$ cat config.mk
export PLATFORM = sky130hd
export DESIGN_NAME = icc_profile_header_tag_parser_unit_flat
export DESIGN_NICKNAME = d
export VERILOG_FILES = /design/src/hdl/iccp_pkg.sv /design/src/hdl/iccp_byte_if.sv /design/src/hdl/iccp_result_if.sv /design/src/hdl/icc_profile_header_tag_parser_unit.sv /design/src/flat_wrapper.sv
export SDC_FILE = /design/constraint.sdc
export NUM_CORES = 2
export LEC_CHECK = 0
export BUFFER_PORTS_ARGS = -buffer_cell sky130_fd_sc_hd__buf_2
export CORE_ASPECT_RATIO = 0.8
export CORE_UTILIZATION = 38
export CTS_CLUSTER_SIZE = 14
export DETAILED_ROUTE_END_ITERATION = 10
export SETUP_SLACK_MARGIN = 0.5
export SLEW_MARGIN = 20
export SYNTH_ARGS = -nofsm -noshare
export SYNTH_HDL_FRONTEND = slang
export SYNTH_SLANG_ARGS = --single-unit
$ cat constraint.sdc
create_clock -name clk -period 23.9 [get_ports clk]
set_input_delay 2.39 -clock clk [delete_from_list [all_inputs] [get_ports clk]]
set_output_delay 2.39 -clock clk [all_outputs]
set_load 0.005 [all_outputs]
$ cat src/hdl/iccp_pkg.sv
// ----------------------------------------------------------------------------
// iccp_pkg
// Shared types, constants and helpers for the profile header / tag parser.
// ----------------------------------------------------------------------------
`default_nettype none

package iccp_pkg;

    typedef enum logic [1:0] {
        ST_OK    = 2'd0,
        ST_UNSUP = 2'd1,
        ST_MALF  = 2'd2,
        ST_LIMIT = 2'd3
    } status_t;

    typedef enum logic [1:0] {
        KIND_FIELD  = 2'd0,
        KIND_TAG    = 2'd1,
        KIND_STATUS = 2'd2
    } kind_t;

    localparam logic [1:0] REG_MAX_TAG_COUNT  = 2'd0;
    localparam logic [1:0] REG_MAX_TAG_SIZE   = 2'd1;
    localparam logic [1:0] REG_MAX_TOTAL_SIZE = 2'd2;

    localparam int HDR_BYTES      = 40;
    localparam logic [31:0] MIN_PROFILE_LEN = 32'd132;
    localparam logic [31:0] SIG_ACSP        = 32'h61637370;
    localparam logic [35:0] TABLE_START     = 36'd132;
    localparam logic [3:0]  BURST_LAST      = 4'd12;
    localparam logic [3:0]  PHASE_SIZE_END  = 4'd11;
    localparam logic [3:0]  PHASE_OFF_END   = 4'd7;
    localparam int FIFO_DEPTH     = 4;

    typedef struct packed {
        kind_t       kind;
        logic [6:0]  field_offset;
        logic [2:0]  element_index;
        logic [63:0] field_value;
        logic [31:0] tag_offset;
        logic [31:0] tag_size;
        status_t     status;
        logic [31:0] entry_count;
        logic        last_result;
    } result_t;

    function automatic status_t raise_status(status_t cur, status_t s);
        status_t r;
        r = cur;
        if (s != ST_OK && cur != ST_LIMIT) begin
            if (s == ST_LIMIT)
                r = ST_LIMIT;
            else if (cur != ST_MALF) begin
                if (s == ST_MALF)
                    r = ST_MALF;
                else if (cur == ST_OK)
                    r = s;
            end
        end
        return r;
    endfunction

    function automatic logic [31:0] sat_add(logic [31:0] a, logic [3:0] k);
        logic [32:0] t;
        t = {1'b0, a} + {29'b0, k};
        return t[32] ? 32'hFFFF_FFFF : t[31:0];
    endfunction

endpackage

`default_nettype wire

$ cat src/hdl/iccp_byte_if.sv
// ----------------------------------------------------------------------------
// iccp_byte_if
// Profile byte channel: one request carries one profile byte.
// ----------------------------------------------------------------------------
`default_nettype none

interface iccp_byte_if;
    logic        valid;
    logic        ready;
    logic [7:0]  data_byte;
    logic        first_byte;
    logic [31:0] profile_length;
    logic        last_byte;

    modport source (output valid, data_byte, first_byte, profile_length, last_byte,
                    input ready);
    modport sink   (input valid, data_byte, first_byte, profile_length, last_byte,
                    output ready);
endinterface

`default_nettype wire

$ cat src/hdl/iccp_result_if.sv
// ----------------------------------------------------------------------------
// iccp_result_if
// Result channel: one request carries one header field, tag or status.
// ----------------------------------------------------------------------------
`default_nettype none

interface iccp_result_if;
    logic        valid;
    logic        ready;
    logic [1:0]  result_kind;
    logic [6:0]  field_offset;
    logic [2:0]  element_index;
    logic [63:0] field_value;
    logic [31:0] tag_offset;
    logic [31:0] tag_size;
    logic [1:0]  decode_status;
    logic [31:0] entry_count;
    logic        last_result;

    modport source (output valid, result_kind, field_offset, element_index, field_value,
                    tag_offset, tag_size, decode_status, entry_count, last_result,
                    input ready);
    modport sink   (input valid, result_kind, field_offset, element_index, field_value,
                    tag_offset, tag_size, decode_status, entry_count, last_result,
                    output ready);
endinterface

`default_nettype wire

$ cat src/hdl/icc_profile_header_tag_parser_unit.sv
// ----------------------------------------------------------------------------
// icc_profile_header_tag_parser_unit
// Parses an ICC profile byte stream: header fields, tag table, final status.
//
//  channel   | dir | request
//  profile   | in  | one profile byte with first/last marks and length
//  result    | out | header field, accepted tag or final status
//  write_*   | in  | register write, no wait
//
//  One byte per cycle while input is not stalled; each byte is parsed in the
//  cycle it is taken and its results go to a 4-entry result queue.
//  At byte 39 of a supported profile 13 header results follow, one a cycle
//  while the queue has room, and no byte is taken until all are queued.
//  A byte that gives a field and the status holds input until the status is queued.
//  Input stalls while the queue cannot take two results. Reset clears control.
// ----------------------------------------------------------------------------
`default_nettype none

module icc_profile_header_tag_parser_unit
    import iccp_pkg::*;
(
    input  wire logic        clk,
    input  wire logic        rst_n,
    iccp_byte_if.sink        profile,
    iccp_result_if.source    result,
    input  wire logic        write_enable,
    input  wire logic [1:0]  reg_index,
    input  wire logic [63:0] write_data
);

    logic [31:0] max_tag_count_reg;
    logic [31:0] max_tag_size_reg;
    logic [63:0] max_total_reg;

    logic [31:0] pos_reg;
    logic [7:0]  hb_reg [HDR_BYTES];
    logic [63:0] ws_reg;
    logic [31:0] len_reg;
    logic [63:0] total_reg;
    logic [31:0] rem_reg;
    logic [63:0] ef_reg;
    status_t     status_reg;
    logic        stop_reg;
    logic [31:0] cnt_reg;
    logic [3:0]  phase_reg;

    logic        burst_reg;
    logic [3:0]  bidx_reg;
    logic        pend_reg;
    result_t     pend_data_reg;

    result_t     fifo_reg [FIFO_DEPTH];
    logic [1:0]  wr_ptr_reg;
    logic [1:0]  rd_ptr_reg;
    logic [2:0]  count_reg;

    // per-byte parse
    logic [31:0] b_pos, b_len, b_rem, b_cnt, p, w32, declared;
    logic [63:0] b_ws, b_total, b_ef, ws_new, tag_sum;
    status_t     b_st;
    logic        b_stop;
    logic [3:0]  b_phase;
    logic [35:0] tbl_end;
    logic [32:0] end_sum;

    logic [31:0] pos_next, rem_next, cnt_next;
    logic [63:0] ws_next, total_next, ef_next;
    status_t     st_next;
    logic        stop_next;
    logic [3:0]  phase_next;
    logic        hb_shift, flush, item_res_valid;
    result_t     item_res, stat_res, burst_res, push_data;

    logic accept, pop, push, burst_push, pend_push;

    always_comb
    begin
        if (profile.first_byte)
        begin
            b_pos   = '0;
            b_ws    = '0;
            b_len   = profile.profile_length;
            b_total = '0;
            b_rem   = '0;
            b_ef    = '0;
            b_st    = ST_OK;
            b_stop  = 1'b0;
            b_cnt   = '0;
            b_phase = '0;
        end
        else
        begin
            b_pos   = pos_reg;
            b_ws    = ws_reg;
            b_len   = len_reg;
            b_total = total_reg;
            b_rem   = rem_reg;
            b_ef    = ef_reg;
            b_st    = status_reg;
            b_stop  = stop_reg;
            b_cnt   = cnt_reg;
            b_phase = phase_reg;
        end

        p        = b_pos;
        pos_next = (p == 32'hFFFF_FFFF) ? p : p + 32'd1;
        ws_new   = {b_ws[55:0], profile.data_byte};
        w32      = ws_new[31:0];
        declared = {hb_reg[1], hb_reg[2], hb_reg[3], hb_reg[4]};
        tag_sum  = b_total + {32'b0, w32};
        tbl_end  = TABLE_START + {1'b0, w32, 3'b0} + {2'b0, w32, 2'b0};
        end_sum  = {1'b0, b_ef[31:0]} + {1'b0, w32};

        ws_next    = b_ws;
        total_next = b_total;
        rem_next   = b_rem;
        ef_next    = b_ef;
        st_next    = b_st;
        stop_next  = b_stop;
        cnt_next   = b_cnt;
        phase_next = b_phase;
        hb_shift   = 1'b0;
        flush      = 1'b0;
        item_res_valid = 1'b0;
        item_res   = '0;
        item_res.kind = KIND_FIELD;

        if (!b_stop)
        begin
            ws_next = ws_new;
            if (p < 32'd40)
            begin
                hb_shift = 1'b1;
                if (p == 32'd39 && !profile.last_byte)
                begin
                    if (b_len < MIN_PROFILE_LEN ||
                        {hb_reg[37], hb_reg[38], hb_reg[39], profile.data_byte} != SIG_ACSP)
                    begin
                        st_next   = ST_UNSUP;
                        stop_next = 1'b1;
                    end
                    else
                    begin
                        if (declared != 32'd0 && declared != b_len)
                            st_next = raise_status(st_next, ST_MALF);
                        cnt_next = sat_add(cnt_next, 4'd8);
                        flush    = 1'b1;
                    end
                end
            end
            else if (p < 32'd132)
            begin
                case (p[7:0])
                    8'd43, 8'd47, 8'd51, 8'd55, 8'd67, 8'd83:
                    begin
                        item_res_valid = 1'b1;
                        item_res.field_offset = 7'(p[7:0] - 8'd3);
                        item_res.field_value  = {32'b0, w32};
                        cnt_next = sat_add(cnt_next, 4'd1);
                    end
                    8'd63:
                    begin
                        item_res_valid = 1'b1;
                        item_res.field_offset = 7'd56;
                        item_res.field_value  = ws_new;
                        cnt_next = sat_add(cnt_next, 4'd1);
                    end
                    8'd71, 8'd75, 8'd79:
                    begin
                        item_res_valid = 1'b1;
                        item_res.field_offset  = 7'd68;
                        item_res.element_index = 3'((p[7:0] - 8'd71) >> 2);
                        item_res.field_value   = {32'b0, w32};
                        if (p[7:0] == 8'd79)
                            cnt_next = sat_add(cnt_next, 4'd1);
                    end
                    8'd91, 8'd99:
                    begin
                        item_res_valid = 1'b1;
                        item_res.field_offset  = 7'd84;
                        item_res.element_index = (p[7:0] == 8'd99) ? 3'd1 : 3'd0;
                        item_res.field_value   = ws_new;
                        if (p[7:0] == 8'd99)
                            cnt_next = sat_add(cnt_next, 4'd1);
                    end
                    8'd131:
                    begin
                        if (w32 > max_tag_count_reg)
                        begin
                            st_next   = ST_LIMIT;
                            stop_next = 1'b1;
                        end
                        else if (tbl_end > {4'b0, b_len})
                        begin
                            st_next   = ST_MALF;
                            stop_next = 1'b1;
                        end
                        else
                        begin
                            rem_next = w32;
                            if (w32 == 32'd0)
                                stop_next = 1'b1;
                        end
                    end
                    default:
                    begin
                    end
                endcase
            end
            else if (b_rem == 32'd0)
                stop_next = 1'b1;
            else
            begin
                phase_next = (b_phase == PHASE_SIZE_END) ? 4'd0 : b_phase + 4'd1;
                if (b_phase == PHASE_OFF_END)
                    ef_next = ws_new;
                if (b_phase == PHASE_SIZE_END)
                begin
                    if (w32 > max_tag_size_reg)
                        st_next = raise_status(st_next, ST_LIMIT);
                    else
                    begin
                        total_next = tag_sum;
                        if (max_total_reg != 64'd0 && tag_sum > max_total_reg)
                            st_next = raise_status(st_next, ST_LIMIT);
                        else if (end_sum > {1'b0, b_len})
                            st_next = raise_status(st_next, ST_MALF);
                        else
                        begin
                            item_res_valid = 1'b1;
                            item_res.kind        = KIND_TAG;
                            item_res.field_value = {32'b0, b_ef[63:32]};
                            item_res.tag_offset  = b_ef[31:0];
                            item_res.tag_size    = w32;
                            cnt_next = sat_add(cnt_next, 4'd1);
                        end
                    end
                    rem_next = b_rem - 32'd1;
                    if (b_rem == 32'd1)
                        stop_next = 1'b1;
                end
            end
        end

        if (profile.last_byte && !stop_next)
        begin
            if (p <= 32'd39)
                st_next = ST_UNSUP;
            else
                st_next = raise_status(st_next, ST_MALF);
            stop_next = 1'b1;
        end

        stat_res = '0;
        stat_res.kind        = KIND_STATUS;
        stat_res.status      = st_next;
        stat_res.entry_count = cnt_next;
        stat_res.last_result = 1'b1;
    end

    // header burst, read from the front of the header shift line
    always_comb
    begin
        burst_res = '0;
        burst_res.kind = KIND_FIELD;
        if (bidx_reg < 4'd6)
        begin
            burst_res.field_offset = {2'b0, bidx_reg[2:0], 2'b0};
            burst_res.field_value  = {32'b0, hb_reg[0], hb_reg[1], hb_reg[2], hb_reg[3]};
        end
        else if (bidx_reg < BURST_LAST)
        begin
            burst_res.field_offset  = 7'd24;
            burst_res.element_index = 3'(bidx_reg - 4'd6);
            burst_res.field_value   = {48'b0, hb_reg[0], hb_reg[1]};
        end
        else
        begin
            burst_res.field_offset = 7'd36;
            burst_res.field_value  = {32'b0, hb_reg[0], hb_reg[1], hb_reg[2], hb_reg[3]};
        end
    end

    assign profile.ready = !burst_reg && !pend_reg && (count_reg <= 3'(FIFO_DEPTH - 2));
    assign accept     = profile.valid && profile.ready;
    assign pop        = result.valid && result.ready;
    assign burst_push = burst_reg && (count_reg < 3'(FIFO_DEPTH));
    assign pend_push  = pend_reg && (count_reg < 3'(FIFO_DEPTH));

    always_comb
    begin
        push      = 1'b0;
        push_data = stat_res;
        if (accept)
        begin
            push      = item_res_valid || profile.last_byte;
            push_data = item_res_valid ? item_res : stat_res;
        end
        else if (burst_push)
        begin
            push      = 1'b1;
            push_data = burst_res;
        end
        else if (pend_push)
        begin
            push      = 1'b1;
            push_data = pend_data_reg;
        end
    end

    always_ff @(posedge clk or negedge rst_n)
    begin
        if (!rst_n)
        begin
            max_tag_count_reg <= 32'hFFFF_FFFF;
            max_tag_size_reg  <= 32'hFFFF_FFFF;
            max_total_reg     <= '0;
        end
        else if (write_enable)
        begin
            unique case (reg_index)
                REG_MAX_TAG_COUNT:  max_tag_count_reg <= write_data[31:0];
                REG_MAX_TAG_SIZE:   max_tag_size_reg  <= write_data[31:0];
                REG_MAX_TOTAL_SIZE: max_total_reg     <= write_data;
                default:
                begin
                end
            endcase
        end
    end

    always_ff @(posedge clk or negedge rst_n)
    begin
        if (!rst_n)
        begin
            pos_reg    <= '0;
            ws_reg     <= '0;
            len_reg    <= '0;
            total_reg  <= '0;
            rem_reg    <= '0;
            ef_reg     <= '0;
            status_reg <= ST_OK;
            stop_reg   <= 1'b0;
            cnt_reg    <= '0;
            phase_reg  <= '0;
        end
        else if (accept)
        begin
            pos_reg    <= pos_next;
            ws_reg     <= ws_next;
            len_reg    <= b_len;
            total_reg  <= total_next;
            rem_reg    <= rem_next;
            ef_reg     <= ef_next;
            status_reg <= st_next;
            stop_reg   <= stop_next;
            cnt_reg    <= cnt_next;
            phase_reg  <= phase_next;
        end
    end

    always_ff @(posedge clk or negedge rst_n)
    begin
        if (!rst_n)
        begin
            burst_reg <= 1'b0;
            bidx_reg  <= '0;
            pend_reg  <= 1'b0;
        end
        else
        begin
            if (accept && flush)
            begin
                burst_reg <= 1'b1;
                bidx_reg  <= '0;
            end
            else if (burst_push)
            begin
                if (bidx_reg == BURST_LAST)
                    burst_reg <= 1'b0;
                bidx_reg <= bidx_reg + 4'd1;
            end
            if (accept && item_res_valid && profile.last_byte)
                pend_reg <= 1'b1;
            else if (pend_push && !burst_reg)
                pend_reg <= 1'b0;
        end
    end

    always_ff @(posedge clk)
    begin
        if (accept && item_res_valid && profile.last_byte)
            pend_data_reg <= stat_res;
    end

    always_ff @(posedge clk)
    begin
        if (accept && hb_shift)
        begin
            for (int i = 0; i < HDR_BYTES - 1; i++)
                hb_reg[i] <= hb_reg[i + 1];
            hb_reg[HDR_BYTES - 1] <= profile.data_byte;
        end
        else if (burst_push)
        begin
            if (bidx_reg >= 4'd6 && bidx_reg < BURST_LAST)
            begin
                for (int i = 0; i < HDR_BYTES - 2; i++)
                    hb_reg[i] <= hb_reg[i + 2];
            end
            else
            begin
                for (int i = 0; i < HDR_BYTES - 4; i++)
                    hb_reg[i] <= hb_reg[i + 4];
            end
        end
    end

    always_ff @(posedge clk)
    begin
        if (push)
            fifo_reg[wr_ptr_reg] <= push_data;
    end

    always_ff @(posedge clk or negedge rst_n)
    begin
        if (!rst_n)
        begin
            wr_ptr_reg <= '0;
            rd_ptr_reg <= '0;
            count_reg  <= '0;
        end
        else
        begin
            if (push)
                wr_ptr_reg <= wr_ptr_reg + 2'd1;
            if (pop)
                rd_ptr_reg <= rd_ptr_reg + 2'd1;
            count_reg <= count_reg + {2'b0, push} - {2'b0, pop};
        end
    end

    assign result.valid         = (count_reg != 3'd0);
    assign result.result_kind   = fifo_reg[rd_ptr_reg].kind;
    assign result.field_offset  = fifo_reg[rd_ptr_reg].field_offset;
    assign result.element_index = fifo_reg[rd_ptr_reg].element_index;
    assign result.field_value   = fifo_reg[rd_ptr_reg].field_value;
    assign result.tag_offset    = fifo_reg[rd_ptr_reg].tag_offset;
    assign result.tag_size      = fifo_reg[rd_ptr_reg].tag_size;
    assign result.decode_status = fifo_reg[rd_ptr_reg].status;
    assign result.entry_count   = fifo_reg[rd_ptr_reg].entry_count;
    assign result.last_result   = fifo_reg[rd_ptr_reg].last_result;

    a_queue_bound: assert property (@(posedge clk) disable iff (!rst_n)
        count_reg <= 3'(FIFO_DEPTH))
        else $error("result queue overrun");

    a_burst_start: assert property (@(posedge clk) disable iff (!rst_n)
        $rose(burst_reg) |-> $past(accept))
        else $error("header burst without a byte");

    a_burst_pend: assert property (@(posedge clk) disable iff (!rst_n)
        !(burst_reg && pend_reg))
        else $error("burst and pending status together");

    a_last_kind: assert property (@(posedge clk) disable iff (!rst_n)
        (result.valid && result.last_result) |-> (result.result_kind == KIND_STATUS))
        else $error("last mark on a non-status request");

endmodule

`default_nettype wire

$ cat src/flat_wrapper.sv
// flat-port wrapper written by rule: the top's interface ports become plain ports
module icc_profile_header_tag_parser_unit_flat import iccp_pkg::*;
  (clk, rst_n, write_enable, reg_index, write_data, profile_valid, profile_data_byte, profile_first_byte, profile_profile_length, profile_last_byte, profile_ready, result_valid, result_result_kind, result_field_offset, result_element_index, result_field_value, result_tag_offset, result_tag_size, result_decode_status, result_entry_count, result_last_result, result_ready);
  iccp_byte_if profile_i ();
  iccp_result_if result_i ();
  input  wire logic clk;
  input  wire logic rst_n;
  input  wire logic write_enable;
  input  wire logic [1:0] reg_index;
  input  wire logic [63:0] write_data;
  input wire logic [$bits(profile_i.valid)-1:0] profile_valid;
  input wire logic [$bits(profile_i.data_byte)-1:0] profile_data_byte;
  input wire logic [$bits(profile_i.first_byte)-1:0] profile_first_byte;
  input wire logic [$bits(profile_i.profile_length)-1:0] profile_profile_length;
  input wire logic [$bits(profile_i.last_byte)-1:0] profile_last_byte;
  output wire logic [$bits(profile_i.ready)-1:0] profile_ready;
  output wire logic [$bits(result_i.valid)-1:0] result_valid;
  output wire logic [$bits(result_i.result_kind)-1:0] result_result_kind;
  output wire logic [$bits(result_i.field_offset)-1:0] result_field_offset;
  output wire logic [$bits(result_i.element_index)-1:0] result_element_index;
  output wire logic [$bits(result_i.field_value)-1:0] result_field_value;
  output wire logic [$bits(result_i.tag_offset)-1:0] result_tag_offset;
  output wire logic [$bits(result_i.tag_size)-1:0] result_tag_size;
  output wire logic [$bits(result_i.decode_status)-1:0] result_decode_status;
  output wire logic [$bits(result_i.entry_count)-1:0] result_entry_count;
  output wire logic [$bits(result_i.last_result)-1:0] result_last_result;
  input wire logic [$bits(result_i.ready)-1:0] result_ready;
  assign profile_i.valid = profile_valid;
  assign profile_i.data_byte = profile_data_byte;
  assign profile_i.first_byte = profile_first_byte;
  assign profile_i.profile_length = profile_profile_length;
  assign profile_i.last_byte = profile_last_byte;
  assign profile_ready = profile_i.ready;
  assign result_valid = result_i.valid;
  assign result_result_kind = result_i.result_kind;
  assign result_field_offset = result_i.field_offset;
  assign result_element_index = result_i.element_index;
  assign result_field_value = result_i.field_value;
  assign result_tag_offset = result_i.tag_offset;
  assign result_tag_size = result_i.tag_size;
  assign result_decode_status = result_i.decode_status;
  assign result_entry_count = result_i.entry_count;
  assign result_last_result = result_i.last_result;
  assign result_i.ready = result_ready;
  icc_profile_header_tag_parser_unit u_core (.clk(clk), .rst_n(rst_n), .profile(profile_i), .result(result_i), .write_enable(write_enable), .reg_index(reg_index), .write_data(write_data));
endmodule
==> results.ini <==
[worst_setup_path]
worst_ep_arrival_ps=12240
timing.critical_path.fanout_max=131
worstSetupEndpointType=flop
critical_path.most_common_cell=buf_4
delay_of_the_slowest_cell_on_the_worst_path_ps=780
path_delay_family=compound AO/OA/AOI/OAI gates
critical_path_top_delay_cell=a2111oi_0
critPathBufInv=7
critPathKind=input port to flop
required_time_worst_endpoint_ps=24340
start_kind=input port

[clock_network]
tritoncts_clock_tree=done
cts_post_setup_buffers_inserted=0
cts_sinks=1510
tritoncts.num_buffers=159
clock-root-buffer=clkbuf_16
htreeDepth=4
clk-insertion-delay-late_ps=860
cts_hold_repair.buffers=0
clk_pin_slew_ps=60
cts_buffer_depth=3
post_cts_resized=0

[pwr]
ir_drop_v=0.0000762
total_leakage_power_nw=33.6
sequentialPowerShare_pct=42.9
sw_frac_of_total_pct=34.9
p_comb_share_pct=28.5
power.share.clock_pct=28.6
cell_internal_pwr_mw=5.83
power_switching_mw=3.12
post-layout-total-power_mw=8.96
areal_power_density_over_the_cells_nw_per_um2=100

[final_layout]
layout_common_cells=edfxtp_1, nor2_1, nand2_1, dfrtp_1, o21ai_0
layout_area_growth_over_synthesis_pct=12.6
layout.cell_area.non_filler_um2=89500
final_common_cell=edfxtp_1
largest_reg_flops=696
design.final.nets=7626
drive_above_1_share_pct=15.6
instances_no_fill=10000

[floorplanning]
die_height_um=411
die_area_um2=211000
initial_utilization_pct=38.4
io_pins=290
num_rows=149
die_w_um=513
design.core.area_um2=207000

[global_route]
grt_pass1_vias=56400
all_layer_global_routing_usage_pct=24.1
grt_max_degree=201
global_route_wire_length_before_repair_um=382000
grt_antenna_before_repair=13
grt.overflow.total=0

[placement]
numPlacedInstances=9717
port_buffers=289
finalWeightedCongestion=0.997
dpl_hpwl_um=181000
post_placement_cell_area_um2=84000

[run_status]
run_status=finished clean

[sta]
timing_worst_slew_pin_value_ps=1260
maxClockFrequency_mhz=84.7
finClkSkew_ps=79.8
finalWorstPathRequiredPeriod_ps=11800
maxSlewViolCount=0
setup_tns_ps=0
final.period_utilization_pct=49.4
worst_slew_margin_rel_pct=16.3
hold_viol_final=0
setup_violations=0
rsz0062_at_grt=false

[detailed_routing]
initialDrtViolationCount=7512
routed_wl_um=260000
route.antenna.remaining_nets=0
route.vias.total=59700
routedWlPerCell_um=26.0
drt_drc_violations_left=0
ratio_of_routed_vias_to_standard_cells=5.96
drt_pass1_iterations=6

[synthesis]
yosysWarningCount=0
ys.flop_type=edfxtp_1
synth.net_count=7432
post_synth_num_cell_types=117
synth_edf_count=1050
syn-instance-count=6967
yosysSeqAreaShare_pct=54.3
netlist_area_um2=79500
syn_area_per_cell_um2=11.4
synth-async-reset-ratio_pct=30.5
synth.ff_latch_count=1510

[job]
timing.max_cap.violations=0

[min_path]
min_path_type=flop to flop

-- metrics by stage --
stage | setup WS, ps | hold WS (ps) | utilization, %
after floorplan | 9600 | 431 | -
after global placement | 11730 | 443 | 40.6
after detailed placement | 11590 | 450 | 40.6
after CTS | 12450 | 471 | 43.2
after global routing | 11810 | 506 | 43.2
final | 12100 | 468 | 43.2
-- logic make-up after synthesis --
logic type / Yosys count / synth area share [%]
multiplexers: 358 / 7.43
flip-flops: 1510 / 54.3
AO/OA/AOI/OAI: 1572 / 13.7
adder cells (fa/ha/maj): 355 / 5.62
AND/OR/NAND/NOR: 2314 / 13.4
XOR/XNOR: 222 / 2.45
buffers and inverters: 636 / 3.18
-- Yosys cell counts, types with 26 or more instances --
| cell | number | area share (%) |
|---|---|---|
| a211oi_1 | 36 | 0.34 |
| a21o_1 | 71 | 0.67 |
| a21oi_1 | 257 | 1.6 |
| a221oi_1 | 286 | 3.2 |
| a22o_1 | 80 | 0.88 |
| a22oi_1 | 95 | 0.90 |
| a31oi_1 | 38 | 0.30 |
| and2_1 | 87 | 0.68 |
| and3_1 | 29 | 0.23 |
| buf_1 | 36 | 0.17 |
| buf_2 | 38 | 0.24 |
| clkbuf_1 | 316 | 1.5 |
| dfrtp_1 | 396 | 12 |
| dfstp_2 | 64 | 2.1 |
| edfxtp_1 | 1050 | 40 |
| ha_1 | 348 | 5.5 |
| inv_1 | 229 | 1.1 |
| mux2_2 | 109 | 1.5 |
| mux2i_1 | 74 | 0.93 |
| mux4_2 | 174 | 4.9 |
| nand2_1 | 669 | 3.2 |
| nand2b_1 | 29 | 0.23 |
| nand3_1 | 140 | 0.88 |
| nand4_1 | 82 | 0.65 |
| nor2_1 | 860 | 4.1 |
| nor2b_1 | 121 | 0.95 |
| nor3_1 | 77 | 0.48 |
| nor4_1 | 79 | 0.62 |
| o21a_1 | 27 | 0.26 |
| o21ai_0 | 371 | 2.3 |
| o21ai_1 | 26 | 0.16 |
| o22ai_1 | 42 | 0.33 |
| xnor2_1 | 149 | 1.6 |
| xor2_1 | 73 | 0.80 |
-- path summary, 6_finish.rpt --
path                                             startpoint                          endpoint  slack [ps]  cells after the start
min                        u_core.total_reg[13]$_DFFE_PN0P_  u_core.total_reg[13]$_DFFE_PN0P_         470                      2
min in group asynchronous                             rst_n  u_core.total_reg[48]$_DFFE_PN0P_        1550                      1
max                                      profile_first_byte  u_core.fifo_reg[3][82]$_DFFE_PP_       12100                     30
max in group asynchronous                             rst_n  u_core.rd_ptr_reg[0]$_DFFE_PN0P_       19760                      3
min reg2reg                u_core.total_reg[13]$_DFFE_PN0P_  u_core.total_reg[13]$_DFFE_PN0P_         470                      2
max reg2reg                    u_core.ws_reg[0]$_DFFE_PN0P_  u_core.fifo_reg[3][82]$_DFFE_PP_       14250                     27
-- power by group through the flow --
stage,combinational [mW],sequential [mW],clock [mW]
global placement,2.53,3.86,0
detailed placement,2.56,3.89,0
global route,2.78,3.89,2.70
finish,2.56,3.84,2.56
floorplan,1.60,3.78,0
CTS,2.57,3.83,2.60
-- tightest hold or removal path, delay by kind of cell, from the launching register on --
| kind | cells | cell delay (ps) |
|---|---|---|
| flip-flops | 1 | 340 |
| AND/OR/NAND/NOR | 2 | 100 |
-- area by class of cell --
class / count / area (µm²)
sequential: 1510 / 43100
timing repair buffer: 436 / 2690
fill: 19300 / 117000
inverter: 233 / 880
clock buffer: 221 / 4430
clock inverter: 72 / 983
multi-input combinational: 4821 / 34000
tap: 2718 / 3400
antenna: 1 / 2.50
-- per-layer routing --
layer,GRT usage (%),routed length (µm)
met1,36.0,118000
met4,6.62,7390
met2,35.1,111000
met3,5.15,23500
met5,0,35
Note: power is estimated with default switching activity, not from simulation.
